$ cat config.mk
export PLATFORM = sky130hd
export DESIGN_NAME = lcd_window_write_sequencer_core
export DESIGN_NICKNAME = d
export VERILOG_FILES = /design/src/rtl/core/lwws_pkg.sv /design/src/rtl/core/lwws_front.sv /design/src/rtl/core/lwws_queue.sv /design/src/rtl/core/lwws_back.sv /design/src/rtl/core/lcd_window_write_sequencer_core.sv
export SDC_FILE = /design/constraint.sdc
export NUM_CORES = 1
export LEC_CHECK = 0
export BUFFER_PORTS_ARGS = -buffer_cell sky130_fd_sc_hd__buf_2
export CORE_MARGIN = 2
export CORE_UTILIZATION = 55
export CTS_CLUSTER_DIAMETER = 100
export DETAILED_ROUTE_END_ITERATION = 7
export GPL_TIMING_DRIVEN = 0
export PLACE_DENSITY = 0.72
export SYNTH_ARGS = -nofsm -noshare
export SYNTH_HDL_FRONTEND = slang
export SYNTH_SLANG_ARGS = --single-unit
export TNS_END_PERCENT = 10
$ cat constraint.sdc
create_clock -name clk -period 8.1 [get_ports clk]
set_input_delay 0.405 -clock clk [delete_from_list [all_inputs] [get_ports clk]]
set_output_delay 0.405 -clock clk [all_outputs]
set_load 0.02 [all_outputs]
$ cat src/rtl/core/lwws_pkg.sv
// Shared types and constants for the LCD window write sequencer.
// Used by the front end, the item queue, the byte sequencer and the top level.
`default_nettype none

package lwws_pkg;

  localparam logic [7:0] CMD_COLUMN_SET   = 8'h2A;
  localparam logic [7:0] CMD_PAGE_SET     = 8'h2B;
  localparam logic [7:0] CMD_MEMORY_WRITE = 8'h2C;

  localparam int unsigned COORD_W = 16;
  localparam int unsigned SPAN_W  = 17;
  localparam int unsigned COUNT_W = 33;
  localparam int unsigned IDX_W   = 4;

  localparam logic [IDX_W-1:0] WIN_LAST = 4'd10;
  localparam logic [IDX_W-1:0] PIX_LAST = 4'd2;

  // Positions of the command bytes within a window sequence.
  localparam logic [15:0] WIN_CMD_MASK = 16'b0000_0100_0010_0001;

  typedef struct packed {
    logic                is_pixel;
    logic                done;
    logic [COORD_W-1:0]  xs;
    logic [COORD_W-1:0]  xe;
    logic [COORD_W-1:0]  ys;
    logic [COORD_W-1:0]  ye;
  } lwws_entry_t;

  typedef struct packed {
    logic full;
    logic empty;
  } lwws_qstat_t;

endpackage

`default_nettype wire

$ cat src/rtl/core/lwws_front.sv
// Front end: accepts items, computes window spans and pixel count, and drops
// pixels with no open window. Depends on lwws_pkg.
`default_nettype none

module lwws_front
  import lwws_pkg::*;
(
  input  wire logic                clk,
  input  wire logic                rst,
  input  wire logic                push,
  output logic                     full,
  input  wire logic                action,
  input  wire logic [COORD_W-1:0]  x_start,
  input  wire logic [COORD_W-1:0]  y_start,
  input  wire logic [COORD_W-1:0]  x_end,
  input  wire logic [COORD_W-1:0]  y_end,
  input  wire logic [COORD_W-1:0]  pixel,
  input  wire logic                q_full,
  output logic                     q_push,
  output lwws_entry_t              q_entry
);

  logic               s1_valid;
  lwws_entry_t        s1_entry;
  logic [SPAN_W-1:0]  s1_xspan;
  logic [SPAN_W-1:0]  s1_yspan;
  logic               s2_valid;
  lwws_entry_t        s2_entry;
  logic [SPAN_W-1:0]  s2_xspan;
  logic [SPAN_W-1:0]  s2_yspan;
  logic [COUNT_W-1:0] pixels_left;
  logic [COUNT_W-1:0] pixels_left_next;
  logic [2*SPAN_W-1:0] product;
  logic               drop;
  logic               s2_go;
  logic               s2_ready;
  logic               s1_ready;
  logic [SPAN_W-1:0]  xspan_in;
  logic [SPAN_W-1:0]  yspan_in;

  assign xspan_in = (x_end < x_start) ? '0
                  : ({1'b0, x_end} - {1'b0, x_start} + SPAN_W'(1));
  assign yspan_in = (y_end < y_start) ? '0
                  : ({1'b0, y_end} - {1'b0, y_start} + SPAN_W'(1));

  assign product  = (2*SPAN_W)'(s2_xspan) * (2*SPAN_W)'(s2_yspan);
  assign drop     = s2_entry.is_pixel && (pixels_left == '0);
  assign s2_go    = s2_valid && (drop || !q_full);
  assign s2_ready = !s2_valid || s2_go;
  assign s1_ready = !s1_valid || s2_ready;
  assign full     = !s1_ready;
  assign q_push   = s2_valid && !drop && !q_full;

  always_comb begin
    q_entry      = s2_entry;
    q_entry.done = s2_entry.is_pixel && (pixels_left == COUNT_W'(1));
  end

  always_comb begin
    pixels_left_next = pixels_left;
    if (s2_go) begin
      if (!s2_entry.is_pixel) begin
        pixels_left_next = product[COUNT_W-1:0];
      end else if (!drop) begin
        pixels_left_next = pixels_left - COUNT_W'(1);
      end
    end
  end

  always_ff @(posedge clk) begin
    if (rst) begin
      s1_valid    <= 1'b0;
      s2_valid    <= 1'b0;
      pixels_left <= '0;
    end else begin
      pixels_left <= pixels_left_next;
      if (s2_ready) begin
        s2_valid <= s1_valid;
      end
      if (s1_ready) begin
        s1_valid <= push;
      end
    end
  end

  always_ff @(posedge clk) begin
    if (s2_ready) begin
      s2_entry <= s1_entry;
      s2_xspan <= s1_xspan;
      s2_yspan <= s1_yspan;
    end
    if (s1_ready) begin
      s1_entry.is_pixel <= action;
      s1_entry.done     <= 1'b0;
      s1_entry.xs       <= action ? pixel : x_start;
      s1_entry.xe       <= x_end;
      s1_entry.ys       <= y_start;
      s1_entry.ye       <= y_end;
      s1_xspan          <= xspan_in;
      s1_yspan          <= yspan_in;
    end
  end

endmodule

`default_nettype wire

$ cat src/rtl/core/lwws_queue.sv
// Short first-in first-out queue of classified items between front and back.
// Depends on lwws_pkg for the entry and status types.
`default_nettype none

module lwws_queue
  import lwws_pkg::*;
#(
  parameter int unsigned DEPTH = 4
) (
  input  wire logic         clk,
  input  wire logic         rst,
  input  wire logic         wr_en,
  input  lwws_entry_t       wr_data,
  input  wire logic         rd_en,
  output lwws_entry_t       rd_data,
  output lwws_qstat_t       stat
);

  localparam int unsigned PTR_W = (DEPTH > 1) ? $clog2(DEPTH) : 1;
  localparam int unsigned CNT_W = $clog2(DEPTH + 1);

  lwws_entry_t      slots [DEPTH];
  logic [PTR_W-1:0] wr_ptr;
  logic [PTR_W-1:0] rd_ptr;
  logic [CNT_W-1:0] count;
  logic             do_wr;
  logic             do_rd;

  assign stat.full  = (count == CNT_W'(DEPTH));
  assign stat.empty = (count == '0);
  assign do_wr      = wr_en && !stat.full;
  assign do_rd      = rd_en && !stat.empty;
  assign rd_data    = slots[rd_ptr];

  always_ff @(posedge clk) begin
    if (rst) begin
      wr_ptr <= '0;
      rd_ptr <= '0;
      count  <= '0;
    end else begin
      if (do_wr) begin
        wr_ptr <= (wr_ptr == PTR_W'(DEPTH - 1)) ? '0 : wr_ptr + PTR_W'(1);
      end
      if (do_rd) begin
        rd_ptr <= (rd_ptr == PTR_W'(DEPTH - 1)) ? '0 : rd_ptr + PTR_W'(1);
      end
      if (do_wr && !do_rd) begin
        count <= count + CNT_W'(1);
      end else if (do_rd && !do_wr) begin
        count <= count - CNT_W'(1);
      end
    end
  end

  always_ff @(posedge clk) begin
    if (do_wr) begin
      slots[wr_ptr] <= wr_data;
    end
  end

endmodule

`default_nettype wire

$ cat src/rtl/core/lwws_back.sv
// Back end: expands each queued item into its byte sequence, one byte per
// cycle while the output register is empty or being popped, into that output register. Depends on lwws_pkg.
`default_nettype none

module lwws_back
  import lwws_pkg::*;
(
  input  wire logic         clk,
  input  wire logic         rst,
  input  lwws_qstat_t       q_stat,
  input  lwws_entry_t       q_head,
  output logic              q_pop,
  input  wire logic         pop,
  output logic              empty,
  output logic [7:0]        out_byte,
  output logic              is_data,
  output logic              last,
  output logic              window_done
);

  logic             out_valid;
  logic             out_free;
  logic             cur_valid;
  lwws_entry_t      cur;
  logic [IDX_W-1:0] idx;
  logic             cur_final;
  logic             emit;
  logic [7:0]       win_bytes [16];
  logic [7:0]       pix_bytes [4];
  logic [7:0]       byte_sel;
  logic             data_sel;

  always_comb begin
    for (int i = 0; i < 16; i++) begin
      win_bytes[i] = 8'h00;
    end
    win_bytes[0]  = CMD_COLUMN_SET;
    win_bytes[1]  = cur.xs[15:8];
    win_bytes[2]  = cur.xs[7:0];
    win_bytes[3]  = cur.xe[15:8];
    win_bytes[4]  = cur.xe[7:0];
    win_bytes[5]  = CMD_PAGE_SET;
    win_bytes[6]  = cur.ys[15:8];
    win_bytes[7]  = cur.ys[7:0];
    win_bytes[8]  = cur.ye[15:8];
    win_bytes[9]  = cur.ye[7:0];
    win_bytes[10] = CMD_MEMORY_WRITE;
    pix_bytes[0]  = {cur.xs[15:11], 3'b000};
    pix_bytes[1]  = {cur.xs[10:5], 2'b00};
    pix_bytes[2]  = {cur.xs[4:0], 3'b000};
    pix_bytes[3]  = 8'h00;
  end

  assign byte_sel  = cur.is_pixel ? pix_bytes[idx[1:0]] : win_bytes[idx];
  assign data_sel  = cur.is_pixel || !WIN_CMD_MASK[idx];
  assign cur_final = cur.is_pixel ? (idx == PIX_LAST) : (idx == WIN_LAST);
  assign out_free  = !out_valid || pop;
  assign emit      = cur_valid && out_free;
  assign q_pop     = !q_stat.empty && (!cur_valid || (emit && cur_final));
  assign empty     = !out_valid;

  always_ff @(posedge clk) begin
    if (rst) begin
      cur_valid <= 1'b0;
      out_valid <= 1'b0;
    end else begin
      if (q_pop) begin
        cur_valid <= 1'b1;
      end else if (emit && cur_final) begin
        cur_valid <= 1'b0;
      end
      if (emit) begin
        out_valid <= 1'b1;
      end else if (pop) begin
        out_valid <= 1'b0;
      end
    end
  end

  always_ff @(posedge clk) begin
    if (q_pop) begin
      cur <= q_head;
      idx <= '0;
    end else if (emit) begin
      idx <= idx + IDX_W'(1);
    end
    if (emit) begin
      out_byte    <= byte_sel;
      is_data     <= data_sel;
      last        <= cur_final;
      window_done <= cur_final && cur.is_pixel && cur.done;
    end
  end

endmodule

`default_nettype wire

$ cat src/rtl/core/lcd_window_write_sequencer_core.sv
// Top level of the LCD window write sequencer: front end, item queue, back end.
// Depends on lwws_pkg, lwws_front, lwws_queue and lwws_back.
// An accepted item passes through front-end stages s1 and s2, the queue and the back end's current-item register.
// Throughput: one byte per cycle while pop keeps the output free; a pixel is three bytes, a window eleven.
// Items enter every cycle until the queue fills; dropped pixels take no bytes.
// Reset clears the pixel count (no window open) and empties every stage.
`default_nettype none

module lcd_window_write_sequencer_core
  import lwws_pkg::*;
#(
  parameter int unsigned QUEUE_DEPTH = 4
) (
  input  wire logic                clk,
  input  wire logic                rst,
  input  wire logic                push,
  output logic                     full,
  input  wire logic                action,
  input  wire logic [COORD_W-1:0]  x_start,
  input  wire logic [COORD_W-1:0]  y_start,
  input  wire logic [COORD_W-1:0]  x_end,
  input  wire logic [COORD_W-1:0]  y_end,
  input  wire logic [COORD_W-1:0]  pixel,
  output logic                     empty,
  input  wire logic                pop,
  output logic [7:0]               out_byte,
  output logic                     is_data,
  output logic                     last,
  output logic                     window_done
);

  logic        q_push;
  lwws_entry_t q_entry;
  logic        q_pop;
  lwws_entry_t q_head;
  lwws_qstat_t q_stat;

  lwws_front u_front (
    .clk     (clk),
    .rst     (rst),
    .push    (push),
    .full    (full),
    .action  (action),
    .x_start (x_start),
    .y_start (y_start),
    .x_end   (x_end),
    .y_end   (y_end),
    .pixel   (pixel),
    .q_full  (q_stat.full),
    .q_push  (q_push),
    .q_entry (q_entry)
  );

  lwws_queue #(
    .DEPTH (QUEUE_DEPTH)
  ) u_queue (
    .clk     (clk),
    .rst     (rst),
    .wr_en   (q_push),
    .wr_data (q_entry),
    .rd_en   (q_pop),
    .rd_data (q_head),
    .stat    (q_stat)
  );

  lwws_back u_back (
    .clk         (clk),
    .rst         (rst),
    .q_stat      (q_stat),
    .q_head      (q_head),
    .q_pop       (q_pop),
    .pop         (pop),
    .empty       (empty),
    .out_byte    (out_byte),
    .is_data     (is_data),
    .last        (last),
    .window_done (window_done)
  );

  a_done_on_last_data: assert property (@(posedge clk) disable iff (rst)
    (!empty && window_done) |-> (last && is_data))
    else $error("window_done on a byte that is not a final data byte");

  a_cmd_bytes: assert property (@(posedge clk) disable iff (rst)
    (!empty && !is_data) |-> (!window_done && (last == (out_byte == CMD_MEMORY_WRITE))))
    else $error("command byte carries wrong flags");

  a_no_push_when_full: assert property (@(posedge clk) disable iff (rst)
    q_stat.full |-> !q_push)
    else $error("front end pushed into a full queue");

  a_empty_after_reset: assert property (@(posedge clk)
    rst |=> empty)
    else $error("output not empty after reset");

endmodule

`default_nettype wire

==> results.json, run 1 <==
{
  "mostFrequentLayoutCells": "539 x edfxtp_1, 383 x inv_1, 272 x nand2_1",
  "multi_input_area_mm2": 0.0145,
  "synth_seq_area_share_pct": 51.3,
  "timing.slew.headroom_pct": 18.0,
  "dieArea_mm2": 0.0629,
  "cts_sinks": 588,
  "setup_violations": 0,
  "worstPathCellList": "clkbuf_1, clkbuf_1, nand2_1, fa_1, inv_1, fa_1, inv_1, fa_1, inv_1, fa_1, fa_1, inv_1, fa_1, inv_1, ha_1, a21oi_1, o21ai_0, a21o_1, a31oi_1, o31ai_1, a41oi_1, nor4_1, a211o_1",
  "required_ns": 8.61,
  "crit_slowest_cell": "clkbuf_1",
  "ios": 98,
  "fin_setup_tns_ns": 0,
  "fin_cells": 3625,
  "min_period_ns": 7.40,
  "async_flop_share_pct": 0,
  "arrival_ns": 7.90,
  "first_pass_iters": 7,
  "synth_top_area_share_pct": 48.3,
  "end_kind": "register",
  "syn_to_final_growth_pct": 11.7,
  "port_buffers": 96,
  "post-place-cells": 3486,
  "synth_top_area_cell": "edfxtp_1",
  "cp_num_buf_inv": 7,
  "peakVddDrop_mv": 0.212,
  "dp_hpwl_um": 60500,
  "grt_usage_pct": 26.7,
  "yosysWarnings": 0,
  "antenna_found_initial": 8,
  "vias": 21200,
  "wire_per_inst_um": 22.6,
  "clk_latency_ns": 0.64,
  "rsz0062_at_grt": "false",
  "critPathKind": "register to register",
  "netlist_area_mm2": 0.0335,
  "clock_path_buffers": 3,
  "layout.cells.most_common": "edfxtp_1",
  "via_per_inst": 5.84,
  "hold_buffers": 37,
  "crit_top_cell": "fa_1",
  "die_w_um": 251,
  "htreeDepth": 2,
  "clock_skew_ns": 0.0259,
  "synth-seq-cells": 588,
  "grt_pass1_vias": 21500,
  "coreArea_mm2": 0.0602,
  "status": "finished, final reports clean",
  "crit_family": "adder cells",
  "fp.dieH_um": 251,
  "grt_overflow_total": 0,
  "post_cts_buffers": 0,
  "grt_max_degree": 73,
  "initial_core_util_pct": 55.6,
  "drtIter0Drc": 1827,
  "slowest_delay_ns": 0.69,
  "syn_area_per_cell_um2": 12.9,
  "cts-root-buf": "clkbuf_16",
  "cts_made_buffers": 57,
  "path_clk_slew_ns": 0.06,
  "synth.area.top_cells": "edfxtp_1 48%, fa_1 14%, ha_1 6.7%, mux4_2 4.5%, inv_1 4.3%",
  "p_leak_nw": 15.1,
  "p_per_area_mw_per_mm2": 288,
  "ys_types": 78,
  "cts_tree": "yes",
  "synth_edf_count": 539,
  "wl_um": 82000,
  "rows": 90,
  "syn-instance-count": 2601,
  "synthFlopType": "edfxtp_1",
  "grt_pass1_wl_um": 127000,
  "ant_nets": 0,
  "start_kind": "register",
  "layout.nets": 3305,
  "crit_path_max_fanout": 10,
  "tightest_slew_ns": 1.23,
  "hold_path.class": "primary input to register",
  "fill_cells": 4525,
  "layout-drive-gt1-share_pct": 10.3,
  "drcViolationCount": 0,
  "cts_resized": 0,
  "place_congestion": 0.912,
  "hold_viol": 0,
  "final_max_slew_viol_count": 0,
  "regArea_mm2": 0.0172,
  "timing.final.crit_share_pct": 91.3,
  "max_freq_mhz": 135,
  "max_cap_viol_count": 0,
  "syn-num-nets": 3106
}
Yosys cell counts (all sizes together), types with 49 or more instances:
cell type    n
ha         180
nor2        92
clkbuf      78
edfxtp     539
inv        386
fa         240
nand2      273
and2       124
o21ai       76
a21oi       92
dfxtp       49
mux4        67
power breakdown:
group / switching, mW / internal [mW] / total [mW] / leakage, nW
sequential: 0.311 / 3.88 / 4.19 / 5.70
clock: 1.16 / 1.53 / 2.69 / 0.917
combinational: 2.41 / 1.46 / 3.87 / 8.47
total: 3.88 / 6.87 / 10.8 / 15.1
per-stage QoR:
stage / utilization [%] / instance area (um2) / worst slack, ns / total power [mW] / hold slack, ns
6_report: 62.1 / 37400 / 0.704 / 10.8 / 0.0177
5_1_grt: 62.1 / 37400 / 0.397 / 11.3 / 0.00891
4_1_cts: 62.1 / 37400 / 0.886 / 10.8 / 0.00137
3_5_place_dp: 58.3 / 35100 / 0.938 / 8.07 / 0.405
3_3_place_gp: 58.0 / 34900 / 0.965 / 7.99 / 0.401
2_1_floorplan: - / 33500 / 2.04 / 6.79 / 0.400
final timing paths:
kind / slack [ns] / from / cells past startpoint / end
worst min-delay path: 0.02 / y_start[7] / 1 / u_front.s1_entry[23]
worst max-delay path: 0.70 / u_front.s2_yspan[9] / 23 / u_front.pixels_left[29]
worst max register to register: 0.70 / u_front.s2_yspan[9] / 23 / u_front.pixels_left[29]
worst min register to register: 0.40 / u_front.s1_xspan[16] / 0 / u_front.s2_xspan[16]
state kept, by name, indices dropped and copies added (netlist names), 2 cells and up, named ones only:
| register | cells |
|---|---|
| u_back.idx | 4 |
| u_queue.count | 3 |
| u_back.cur | 66 |
| u_queue.rd_ptr | 2 |
| u_front.pixels_left | 33 |
| u_front.s2_xspan | 17 |
| u_queue.slots | 264 |
| u_back.out_byte | 8 |
| u_front.s1_xspan | 17 |
| u_front.s1_entry | 65 |
| u_front.q_entry | 65 |
| u_front.s2_yspan | 17 |
| u_queue.wr_ptr | 2 |
| u_front.s1_yspan | 17 |
worst reg2reg max path: stages, from the launching register on:
cell and delay, ns:
edfxtp_1 0.32, clkbuf_1 0.53, clkbuf_1 0.70, nand2_1 0.17, fa_1 0.54, inv_1 0.05, fa_1 0.50, inv_1 0.06
fa_1 0.52, inv_1 0.05, fa_1 0.50, fa_1 0.50, inv_1 0.05, fa_1 0.47, inv_1 0.04, ha_1 0.35
a21oi_1 0.18, o21ai_0 0.09, a21o_1 0.24, a31oi_1 0.48, o31ai_1 0.26, a41oi_1 0.32, nor4_1 0.08, a211o_1 0.28
cell families (layout without fill, tap and decap cells):
| kind of cell | count (synthesis) | in the layout | synth area share [%] |
|---|---|---|---|
| simple gates | 646 | 646 | 9.38 |
| flops | 588 | 588 | 51.3 |
| buf+inv | 483 | 724 | 5.47 |
| fa+ha+maj | 420 | 420 | 21.1 |
| compound gates | 322 | 322 | 6.23 |
| mux | 86 | 86 | 5.10 |
| xor+xnor | 56 | 56 | 1.47 |
| other cells | 0 | 1 | 0 |
routing by layer:
metal / vias to the layer above / wire (um) / global-route usage, %
li1: 9390 / - / -
met1: 10800 / 34800 / 38.4
met2: 866 / 38000 / 42.0
met3: 136 / 6750 / 4.85
met4: 8 / 2300 / 7.85
met5: - / 53 / 0
final cells by class:
cell class	count	share of cell area, %
multi-input cells	1530	38.8
clock inverters	36	1.18
diodes	1	0.00669
repair buffers	140	2.74
inverters	386	3.89
well taps	782	2.62
plain buffers	97	1.02
flip-flops and latches	588	45.9
clock buffers	65	3.89
Note: power is estimated with default switching activity, not from simulation.
==> inputs of run 2 (changes only) <==
--- a/config.mk
+++ b/config.mk
@@ -6,6 +6,7 @@
 export NUM_CORES = 1
 export LEC_CHECK = 0
 export BUFFER_PORTS_ARGS = -buffer_cell sky130_fd_sc_hd__buf_2
+export CAP_MARGIN = 20
 export CORE_MARGIN = 2
 export CORE_UTILIZATION = 55
 export CTS_CLUSTER_DIAMETER = 100
==> constraint.sdc (replaced) <==
create_clock -name clk -period 8.1 [get_ports clk]
set_input_delay 0.405 -clock clk [delete_from_list [all_inputs] [get_ports clk]]
set_output_delay 0.405 -clock clk [all_outputs]
set_load 0.1 [all_outputs]
==> run 2 against run 1 <==
Net effect: sequential share of layout area about the same; via count about the same; first-iteration DRC count increased by 11%; clock power decreased by 3%; worst hold slack improved by 0.0048 ns; utilization about the same; non-clock buffer count increased by 8.
==> results.json, run 2 (synthesis gave the netlist of run 1 again) <==
{
  "cts_tree": "yes",
  "dieArea_mm2": 0.0629,
  "cts_resized": 0,
  "antenna_found_initial": 5,
  "required_ns": 8.61,
  "mostFrequentLayoutCells": "539 x edfxtp_1, 383 x inv_1, 272 x nand2_1",
  "vias": 21200,
  "max_freq_mhz": 136,
  "timing.final.crit_share_pct": 90.9,
  "cts_made_buffers": 57,
  "fin_ws_ns": 0.736,
  "regMostFlops": "u_queue.slots",
  "via_per_inst": 5.81,
  "hold_path.class": "primary input to register",
  "ant_nets": 0,
  "grt_max_degree": 73,
  "grt_overflow_total": 0,
  "start_kind": "register",
  "post-place-ws_ns": 0.866,
  "cts_sinks": 588,
  "die_w_um": 251,
  "finalInstanceArea_mm2": 0.0374,
  "wire_per_inst_um": 22.6,
  "rows": 90,
  "dp_hpwl_um": 60500,
  "clock_path_buffers": 3,
  "tightest_slew_ns": 1.04,
  "setup_violations": 0,
  "timing.slew.headroom_pct": 30.9,
  "rsz0062_at_grt": "false",
  "largest_reg_flops": 264,
  "fill_cells": 4549,
  "end_kind": "register",
  "initial_core_util_pct": 55.6,
  "min_period_ns": 7.36,
  "drtIter0Drc": 2029,
  "layout.cells.most_common": "edfxtp_1",
  "clk_latency_ns": 0.65,
  "syn_to_final_growth_pct": 11.8,
  "layout.nets": 3313,
  "wl_um": 82200,
  "status": "finished, final reports clean",
  "coreArea_mm2": 0.0602,
  "grt_usage_pct": 26.8,
  "place_congestion": 0.912,
  "drcViolationCount": 0,
  "peakVddDrop_mv": 0.214,
  "path_clk_slew_ns": 0.06,
  "p_leak_nw": 15.1,
  "hold_viol": 0,
  "top_regs": "u_queue.slots x264, u_back.cur x66",
  "arrival_ns": 7.87,
  "critPathKind": "register to register",
  "post_cts_buffers": 0,
  "clock_skew_ns": 0.0395,
  "ios": 98,
  "first_pass_iters": 6,
  "max_cap_viol_count": 0,
  "layout-drive-gt1-share_pct": 10.2,
  "power_mw": 10.9,
  "fin_setup_tns_ns": 0,
  "final_max_slew_viol_count": 0,
  "grt_pass1_wl_um": 127000,
  "dpl_cell_area_mm2": 0.0351,
  "crit_path_max_fanout": 10,
  "port_buffers": 96,
  "p_per_area_mw_per_mm2": 290,
  "fp.dieH_um": 251,
  "grt_pass1_vias": 21500,
  "cts-root-buf": "clkbuf_16",
  "htreeDepth": 2
}
run 2: cell types whose count changed in the layout (fill, tap and decap cells not counted), moves of 3 or more:
cell           previous run  this run
diode_2                   1         4
clkbuf_1                 86        90
dlygate4sd3_1            37        42
clkinv_1                  8        14
bufinv_16                 7         4
run 2: cell type report:
class / count / area (um2) / area share, %
diodes: 4 / 10.0 / 0.0267
flip-flops and latches: 588 / 17200 / 45.9
clock inverters: 37 / 369 / 0.986
inverters: 386 / 1450 / 3.88
plain buffers: 97 / 383 / 1.02
multi-input cells: 1530 / 14500 / 38.7
repair buffers: 148 / 1100 / 2.94
well taps: 782 / 978 / 2.61
clock buffers: 69 / 1470 / 3.93
run 2: stage by stage:
step / util (%) / hold WS (ns) / std cells
2_1_floorplan: - / 0.400 / 2601
3_3_place_gp: 58.0 / 0.401 / 3479
3_5_place_dp: 58.3 / 0.405 / 3488
4_1_cts: 62.1 / 0.00480 / 3636
5_1_grt: 62.1 / 0.00766 / 3637
6_report: 62.1 / 0.0225 / 3641
run 2: repair_timing:
item                                   CTS  global route
setup endpoints to repair                0             0
hold buffers                            42             0
endpoints found under the hold margin   42             0
run 2: per-layer routing:
layer  vias to the layer above  track usage, %  routed length (um)
li1                       9401               -                   -
met1                     10700            39.2               34800
met2                       885            42.2               38600
met3                       119            4.42                6850
met4                         2            6.86                1910
met5                         -               0                  13
run 2: where the power goes:
group          switching (mW)  leakage [nW]  total (mW)  internal [mW]
Sequential              0.310          5.70        4.19           3.88
Clock                    1.18         0.883        2.61           1.44
Combinational            2.58          8.51        4.05           1.47
Total                    4.07          15.1        10.9           6.79
run 2: worst paths after layout:
kind	from	to	slack, ns	cells after the start
max	u_front.s2_yspan[9]	u_front.pixels_left[29]	0.74	23
min	y_end[3]	u_front.s1_entry[3]	0.02	1
max reg2reg	u_front.s2_yspan[9]	u_front.pixels_left[29]	0.74	23
min reg2reg	u_front.s1_yspan[15]	u_front.s2_yspan[15]	0.41	0
run 2: worst max-delay path: stages (launching register included):
cell	delay (ns)
edfxtp_1	0.32
clkbuf_1	0.53
clkbuf_1	0.68
nand2_1	0.16
fa_1	0.54
inv_1	0.05
fa_1	0.50
inv_1	0.06
fa_1	0.52
inv_1	0.05
fa_1	0.52
fa_1	0.51
inv_1	0.05
fa_1	0.47
inv_1	0.04
ha_1	0.34
a21oi_1	0.18
o21ai_0	0.09
a21o_1	0.25
a31oi_1	0.47
o31ai_1	0.25
a41oi_1	0.31
nor4_1	0.08
a211o_1	0.28
